### src/rtl/mbid_pkg.sv
// shared types and constants for the multi-button integrating debouncer
// no dependencies
package mbid_pkg;

  localparam int NUM_BUTTONS = 25;
  localparam int RAW_W       = 25;
  localparam int CNT_W       = 4;
  localparam int IDX_W       = (NUM_BUTTONS > 1) ? $clog2(NUM_BUTTONS) : 1;
  localparam int IN_DATA_W   = ((RAW_W + 7) / 8) * 8;
  localparam int OUT_DATA_W  = ((IDX_W + 1 + 7) / 8) * 8;

  localparam logic [CNT_W-1:0] THRESHOLD_RESET = CNT_W'(5);

  typedef struct packed {
    logic hit;
    logic pressed;
  } mbid_evt_t;

endpackage

### src/rtl/mbid_cell.sv
// one button cell: integrator and debounced flag, updated on each tick
// depends on mbid_pkg
module mbid_cell
  import mbid_pkg::*;
(
  input  logic             clk,
  input  logic             rst,
  input  logic             tick,
  input  logic             raw,
  input  logic [CNT_W-1:0] threshold,
  output mbid_evt_t        evt
);

  logic [CNT_W-1:0] integ;
  logic [CNT_W-1:0] integ_next;
  logic             flag;
  logic             flag_next;

  always_comb begin
    integ_next  = integ;
    flag_next   = flag;
    evt.hit     = 1'b0;
    evt.pressed = 1'b0;
    if (!raw) begin
      if (integ < threshold) begin
        integ_next = integ + CNT_W'(1);
        if (integ_next >= threshold && !flag) begin
          flag_next   = 1'b1;
          evt.hit     = 1'b1;
          evt.pressed = 1'b1;
        end
      end
    end else if (integ != '0) begin
      integ_next = integ - CNT_W'(1);
      if (integ_next == '0 && flag) begin
        flag_next = 1'b0;
        evt.hit   = 1'b1;
      end
    end
  end

  always_ff @(posedge clk) begin
    if (rst) begin
      integ <= '0;
      flag  <= 1'b0;
    end else if (tick) begin
      integ <= integ_next;
      flag  <= flag_next;
    end
  end

endmodule

### src/rtl/mbid_serializer.sv
// shift chain of event slots, one slot per cycle into the output register while out_ready does not stall it
// depends on mbid_pkg
module mbid_serializer
  import mbid_pkg::*;
(
  input  logic                  clk,
  input  logic                  rst,
  input  logic                  load,
  input  mbid_evt_t             load_evt [NUM_BUTTONS],
  output logic                  idle,
  output logic                  out_valid,
  input  logic                  out_ready,
  output logic [IDX_W-1:0]      out_index,
  output logic                  out_pressed,
  output logic                  out_last
);

  logic [NUM_BUTTONS-1:0] hit;
  logic [NUM_BUTTONS-1:0] prs;
  logic [IDX_W-1:0]       idx;
  logic                   adv;

  assign idle = (hit == '0);
  assign adv  = !out_valid || out_ready;

  always_ff @(posedge clk) begin
    if (rst) begin
      hit       <= '0;
      out_valid <= 1'b0;
    end else if (idle) begin
      if (adv) begin
        out_valid <= 1'b0;
      end
      if (load) begin
        for (int i = 0; i < NUM_BUTTONS; i++) begin
          hit[i] <= load_evt[i].hit;
        end
      end
    end else if (adv) begin
      out_valid <= hit[0];
      hit       <= hit >> 1;
    end
  end

  always_ff @(posedge clk) begin
    if (idle && load) begin
      idx <= '0;
      for (int i = 0; i < NUM_BUTTONS; i++) begin
        prs[i] <= load_evt[i].pressed;
      end
    end else if (!idle && adv) begin
      idx <= idx + IDX_W'(1);
      prs <= prs >> 1;
      if (hit[0]) begin
        out_index   <= idx;
        out_pressed <= prs[0];
        out_last    <= ((hit >> 1) == '0);
      end
    end
  end

endmodule

### src/rtl/multi_button_integrating_debouncer.sv
// top level: row of button cells, tick event buffer and event serializer
// depends on mbid_pkg, mbid_cell, mbid_serializer
//
// channel  dir  handshake              payload
// s_axis   in   tvalid/tready          tdata[24:0] raw_levels
// m_axis   out  tvalid/tready          tdata[4:0] button_index, [5] pressed, tlast
// config   in   threshold_we           threshold_wdata[3:0]
//
// all cells update in the cycle a tick is accepted; events then leave one
// per cycle at most, the serializer loads a tick from the buffer, then walks
// one button slot per cycle while m_axis does not stall, and stops after the last event;
// a tick's events pass the tick buffer, serializer chain and output register in order
// one tick is buffered while the serializer drains the previous one
// rst is synchronous: integrators and flags clear, threshold returns to 5
// m_axis stalls hold the serializer chain in place
module multi_button_integrating_debouncer
  import mbid_pkg::*;
(
  input  logic                  clk,
  input  logic                  rst,
  input  logic                  s_axis_tvalid,
  output logic                  s_axis_tready,
  input  logic [IN_DATA_W-1:0]  s_axis_tdata,   // raw_levels
  output logic                  m_axis_tvalid,
  input  logic                  m_axis_tready,
  output logic [OUT_DATA_W-1:0] m_axis_tdata,   // button_index, pressed
  output logic                  m_axis_tlast,   // last_event
  input  logic                  threshold_we,
  input  logic [CNT_W-1:0]      threshold_wdata
);

  logic [CNT_W-1:0]   threshold;
  logic [31:0]        raw_ext;
  logic               tick;
  logic               ser_idle;
  logic               pend_valid;
  logic               load;
  mbid_evt_t          cell_evt [NUM_BUTTONS];
  mbid_evt_t          pend_evt [NUM_BUTTONS];
  logic [IDX_W-1:0]   out_index;
  logic               out_pressed;

  assign raw_ext       = 32'(s_axis_tdata[RAW_W-1:0]);
  assign load          = pend_valid && ser_idle;
  assign s_axis_tready = !pend_valid || ser_idle;
  assign tick          = s_axis_tvalid && s_axis_tready;

  always_ff @(posedge clk) begin
    if (rst) begin
      threshold <= THRESHOLD_RESET;
    end else if (threshold_we) begin
      threshold <= threshold_wdata;
    end
  end

  for (genvar g = 0; g < NUM_BUTTONS; g++) begin : g_cell
    mbid_cell u_cell (
      .clk       (clk),
      .rst       (rst),
      .tick      (tick),
      .raw       (raw_ext[g]),
      .threshold (threshold),
      .evt       (cell_evt[g])
    );
  end

  always_ff @(posedge clk) begin
    if (rst) begin
      pend_valid <= 1'b0;
    end else if (tick) begin
      pend_valid <= 1'b1;
    end else if (load) begin
      pend_valid <= 1'b0;
    end
  end

  always_ff @(posedge clk) begin
    if (tick) begin
      pend_evt <= cell_evt;
    end
  end

  mbid_serializer u_ser (
    .clk         (clk),
    .rst         (rst),
    .load        (load),
    .load_evt    (pend_evt),
    .idle        (ser_idle),
    .out_valid   (m_axis_tvalid),
    .out_ready   (m_axis_tready),
    .out_index   (out_index),
    .out_pressed (out_pressed),
    .out_last    (m_axis_tlast)
  );

  assign m_axis_tdata = OUT_DATA_W'({out_pressed, out_index});

endmodule

### config.mk
export PLATFORM = sky130hd
export DESIGN_NAME = multi_button_integrating_debouncer
export DESIGN_NICKNAME = d
export VERILOG_FILES = /design/src/rtl/mbid_pkg.sv /design/src/rtl/mbid_cell.sv /design/src/rtl/mbid_serializer.sv /design/src/rtl/multi_button_integrating_debouncer.sv
export SDC_FILE = /design/constraint.sdc
export NUM_CORES = 1
export LEC_CHECK = 0
export BUFFER_PORTS_ARGS = -buffer_cell sky130_fd_sc_hd__buf_2
export CORE_MARGIN = 10
export CORE_UTILIZATION = 60
export CTS_CLUSTER_DIAMETER = 120
export DETAILED_ROUTE_END_ITERATION = 8
export GPL_TIMING_DRIVEN = 0
export PLACE_DENSITY = 0.77
export SETUP_SLACK_MARGIN = 0.05
export SLEW_MARGIN = 40
export SYNTH_ARGS = -nofsm -noshare
export SYNTH_HDL_FRONTEND = slang
export SYNTH_HIERARCHICAL = 1
export SYNTH_SLANG_ARGS = --single-unit
export TNS_END_PERCENT = 10
### constraint.sdc
create_clock -name clk -period 15 [get_ports clk]
set_input_delay 0.75 -clock clk [delete_from_list [all_inputs] [get_ports clk]]
set_output_delay 0.75 -clock clk [all_outputs]
set_load 0.01 [all_outputs]
## Yosys cells after proc, flatten, opt, wreduce, memory -nomap -nowiden

Index checks and enable logic that the tools add are counted.

| storage, ports and cells | value |
|---|---|
| register bits after elaboration | 243 |
| bits of input ports | 41 |
| output and inout bits | 11 |

| cells by class | value |
|---|---|
| $add $sub $neg | 51 |
| $lt $le $gt $ge | 50 |
| equality and inequality tests | 51 |
| muxes and demuxes | 335 |
| bitwise logic cells | 26 |
| reductions and logical operators | 266 |

Operators with widths:

| kind | number |
|---|---|
| 4-bit 2-to-1 mux | 75 |
| 1-bit 2-to-1 mux | 205 |
| 25-bit 2-to-1 mux | 5 |
| 5-bit AND reduction | 25 |
| 2-bit nonzero test | 53 |
| 2-bit by 1-bit != test with 1-bit output (second input constant) | 51 |
| 4-bit by 1-bit adder with 4-bit output (second input constant) | 25 |
| 4-bit >= comparator | 25 |
| 4-bit zero test | 25 |
| 4-bit < comparator | 25 |
| 2-bit 2-to-1 mux | 50 |
| 4-bit nonzero test | 25 |
| 4-bit by 1-bit subtractor with 4-bit output (second input constant) | 25 |
| 3-bit AND reduction | 26 |
| 1-bit logical AND | 54 |
| 25-bit zero test | 2 |
| 2-bit OR reduction | 25 |
| 1-bit zero test | 28 |
| 1-bit inverter | 26 |
| 5-bit by 1-bit adder with 5-bit output (second input constant) | 1 |
| 1-bit logical OR | 2 |
| 2-bit AND reduction | 1 |

## Depth between registers and ports, before layout

| depth | value |
|---|---|
| depth in word-level cells | 6 |
| depth in mapped cells | 12 |
| gate-level depth less buffers | 10 |

## Modules after synthesis

The synthesis kept the hierarchy.

By module, submodules not included:

| module | times used | cells each | area an instance (um^2) |
|---|---|---|---|
| mbid_cell | 25 | 81 | 669.4 |
| mbid_serializer | 1 | 315 | 2,895.3 |
| multi_button_integrating_debouncer | 1 | 72 | 1,712.9 |

## Least setup slack after synthesis

OpenSTA, ideal clock, no wires.

| timing path | value |
|---|---|
| kind | reg2reg |
| start point | register u_ser.hit[4] |
| end point | register g_cell[0].u_cell.integ[0] |
| library setup time | 0.121 ns |
| arrival time | 6.969 ns |
| slack | 7.911 ns |
| stages on the path, launching flop included | 11 |
| buffers on the path | 1 |
| period minus slack after synthesis | 7.089 ns |
| cells stage by stage | dfxtp_1 nor4_1 and3b_1 nand2_1 clkinv_2 buf_4 nand2b_1 and2_1 o21ai_0 nor3_1 mux2_2 |

| on the way | value |
|---|---|
| word-level cells in the longest chain between the ends | 4 |

Ends and longest elaborated chain:

| element | RTL line | RTL |
|---|---|---|
| from (decl) | mbid_serializer.sv:18 | `logic [NUM_BUTTONS-1:0] hit;` |
| from (signal, indexed assignment) | mbid_serializer.sv:36 | `hit[i] <= load_evt[i].hit;` |
| from (signal assigned) | mbid_serializer.sv:41 | `hit <= hit >> 1;` |
| 25-bit zero test | mbid_serializer.sv:23 | `assign idle = (hit == '0);` |
| via ser_idle | multi_button_integrating_debouncer.sv:35 | `logic ser_idle;` |
| 1-bit logical OR | multi_button_integrating_debouncer.sv:45 | `assign s_axis_tready = !pend_valid \|\| ser_idle;` |
| via s_axis_tready | multi_button_integrating_debouncer.sv:22 | `output logic s_axis_tready,` |
| 1-bit logical AND | multi_button_integrating_debouncer.sv:46 | `assign tick = s_axis_tvalid && s_axis_tready;` |
| via tick | multi_button_integrating_debouncer.sv:34 | `logic tick;` |
| 3-bit AND reduction (no line) | -- |  |
| to (signal assigned) | mbid_cell.sv:47 | `integ <= integ_next;` |
| to (decl) | mbid_cell.sv:14 | `logic [CNT_W-1:0] integ;` |

The timed path passes the listed nets, and every way through them passes these cells.
A chain may end at the register's enable or synchronous reset.

## Final worst setup path

| timing path | value |
|---|---|
| start point | register u_ser.hit[3] |
| end point | register g_cell[18].u_cell.integ[0] |

| on the way | value |
|---|---|
| word-level cells in the longest chain between the ends | 4 |

Ends and longest elaborated chain:

| element | RTL line |
|---|---|
| 25-bit zero test | mbid_serializer.sv:23 |
| via ser_idle | multi_button_integrating_debouncer.sv:35 |
| 1-bit logical OR | multi_button_integrating_debouncer.sv:45 |
| 1-bit logical AND | multi_button_integrating_debouncer.sv:46 |
| via tick | multi_button_integrating_debouncer.sv:34 |
| 3-bit AND reduction (no line) | -- |
| to (signal assigned) | mbid_cell.sv:47 |
| to (decl) | mbid_cell.sv:14 |

The timed path passes the listed nets, and every way through them passes these cells.

==> metrics.txt <==
Syn Inst Count=2412; first-pass GRT wire length=86.8 mm; vias in the first global route=18122; Worst slew margin=0.549; most instantiated library cell after synthesis=ha_1; # DRC=0; total number of vias=18494; # hold bufs at CTS=0; sequential power share=0.306; Synth async-reset ratio=0; core area=between 30000 and 40000 um2; CTS resizes=0; Power Internal=between 2 and 2.5 mW; WL final=between 50 and 60 mm; Slew @ Worst Pin=between 600 and 700 ps; dpl ws=~11000 ps; Tot GR Track Use=0.226; max-cap violations=0; setup TNS=0 ps; part of the power in combinational logic=0.500; share of cells above drive strength 1=0.148; Initial Util=0.604; Ys Warns=6; Crit Path Max Fanout=45; max-slew violations=0; setup ws final=11160 ps; CP Class=reg -> reg; post-DP HPWL=36.2 mm; post-synthesis register bit count=243; Netlist cell types=59; fin crit period=between 3000 and 4000 ps; iteration-0 DRC count of the detailed router=1242; maximum clock path buffer count=3; Worst-path clk slew=70 ps; outcome=completed; gpl congestion=0.871; register area share after synthesis=0.266; Worst Setup End Kind=register; synth cell count leaders=ha_1, nand2_1, nor2_1; TritonCTS clock tree=built; post-route antenna net violation count=0; maximum VDD drop=0.115 mV; Synth area leaders=ha_1, dfxtp_1, edfxtp_1; Post-synth EDFFs=82; Synth area leader=ha_1; Clock Sinks=243; leak pwr=9.81 nW; FILL cells=2878; Root Buffer=clkbuf_16; RSZ-0062 raised after global routing=false; Data arrival, critical path=approximately 4300 ps; drt first pass iters=6; Clock Latency Late Sink=550 ps; area of the die=43500 um2; nets@finish=2811; # rows=a little under 70; Post-CTS Setup Bufs=0; Design Power=about 3.8 mW; htree depth=1; die extent in y=209 um; diode count=0; area grow syn2layout=9.34%; Fmax=between 200 and 300 MHz; pin count of the biggest net entering global routing=64; Worst Skew=11.9 ps; Netlist Area Pre-Place=approximately 21000 um2; sw power=1.57 mW; remaining global-route overflow=0; Pwr per Cell Area=163 nW/um2; Die W=209 um; worst path required time=approximately 15000 ps; min-delay worst type=in -> reg; switch share=0.413; top-area cell type share of the netlist area=0.162; # setup viols final=0; IO Pins=52; Top FF cell, synth=dfxtp_1; Final Hold Viols=0; Final Cycle Share=0.256; mean post-synth cell area=between 8 and 9 um2; Startpoint Class=register; Via density=about 6.2; clock share of power=0.195; initial antenna violation count=1; Inserted Clock Buffers=29; WL/cell=17.2 um; PortBufs=42
placed cells by master, fill, tap and decap left out, types with 26 or more instances in the layout:
cell	synthesis	layout
nand3_1	104	104
nand2_1	266	266
nand4b_1	50	50
o31ai_1	26	26
buf_2	27	68
o21a_1	50	50
clkbuf_1	39	40
nand3b_1	27	27
ha_1	276	276
and2_1	29	28
xor2_1	27	27
o21ai_0	55	55
xnor2_1	50	50
o22ai_1	50	50
clkbuf_16	0	29
dfxtp_1	161	157
edfxtp_1	82	82
and4_1	26	26
nor2_1	208	208
mux2i_1	27	27
o211ai_1	47	47
inv_1	181	180
nor3_1	51	51
nand2b_1	27	27
a21oi_1	53	53
logic make-up (layout without fill, tap and decap cells):
group / Yosys count / in the layout / synth area share
simple gates: 997 / 997 / 0.273
xor+xnor: 77 / 77 / 0.0316
compound gates: 486 / 486 / 0.181
flops: 243 / 243 / 0.266
other cells: 1 / 2 / 0.000176
buf+inv: 280 / 383 / 0.0607
mux: 52 / 52 / 0.0259
fa+ha+maj: 276 / 276 / 0.162
worst paths after layout:
check | startpoint | end | slack (ps) | depth (start not counted)
setup reg to reg | u_ser/hit[3] | g_cell[18].u_cell/integ[0] | 11160 | 12
setup / recovery | u_ser/hit[3] | g_cell[18].u_cell/integ[0] | 11160 | 12
hold / removal | threshold_wdata[0] | threshold[0] | 420 | 2
hold reg to reg | u_ser/prs[0] | u_ser/out_pressed | 450 | 0
final cells by class:
class | instances | area (um2) | area share
Buffer | 98 | 612 | 0.0262
Clock buffer | 33 | 771 | 0.0330
Clock inverter | 20 | 229 | 0.00981
Inverter | 182 | 684 | 0.0293
Multi-Input combinational cell | 1890 | 14400 | 0.616
Sequential cell | 243 | 5700 | 0.244
Tap cell | 461 | 577 | 0.0247
Timing Repair Buffer | 50 | 395 | 0.0169
stage by stage:
step | util | instance area, um2 | hold WS, ps | cells
floorplan | - | 21300 | 400 | 2413
global placement | 0.627 | 22100 | 437 | 2916
detailed placement | 0.633 | 22300 | 437 | 2924
CTS | 0.661 | 23300 | 396 | 2977
global route | 0.661 | 23300 | 408 | 2977
finish | 0.661 | 23300 | 416 | 2977
power groups by stage:
stage          registers, mW  clock network, mW  logic [mW]
4_1_cts                 1.16              0.754        1.88
3_5_place_dp            1.17                  0        1.86
5_1_grt                 1.19              0.778        2.12
2_1_floorplan           1.10                  0        1.51
3_3_place_gp            1.17                  0        1.83
6_report                1.16              0.739        1.90
state kept, by name, indices dropped and copies added (netlist names):
name / flops
u_ser/idx: 5
pend_valid: 1
pend_evt: 50
g_cell.u_cell/integ: 100
u_ser/prs: 25
u_ser/out_last: 1
u_ser/hit: 25
threshold: 4
u_ser/out_pressed: 1
u_ser/out_valid: 1
g_cell.u_cell/flag: 25
u_ser/out_index: 5
layer usage:
layer	track usage	vias to the layer above	wire (um)
li1	-	9110	-
met1	0.289	8817	23100
met2	0.396	476	24600
met3	0.0246	89	2250
met4	0.0618	2	1070
met5	0	-	13
worst max-delay path, cell delays in order, from the launching register on:
cell      delay [ps]
dfxtp_1          350
nor4_1           630
and3b_1          300
nand2_1          120
clkinv_2         120
buf_4            190
nand2b_1         220
and2_4           460
buf_12           260
buf_12           250
o21ai_0          120
nor3_1           280
mux2_2           370
Note: power is estimated with default switching activity, not from simulation.
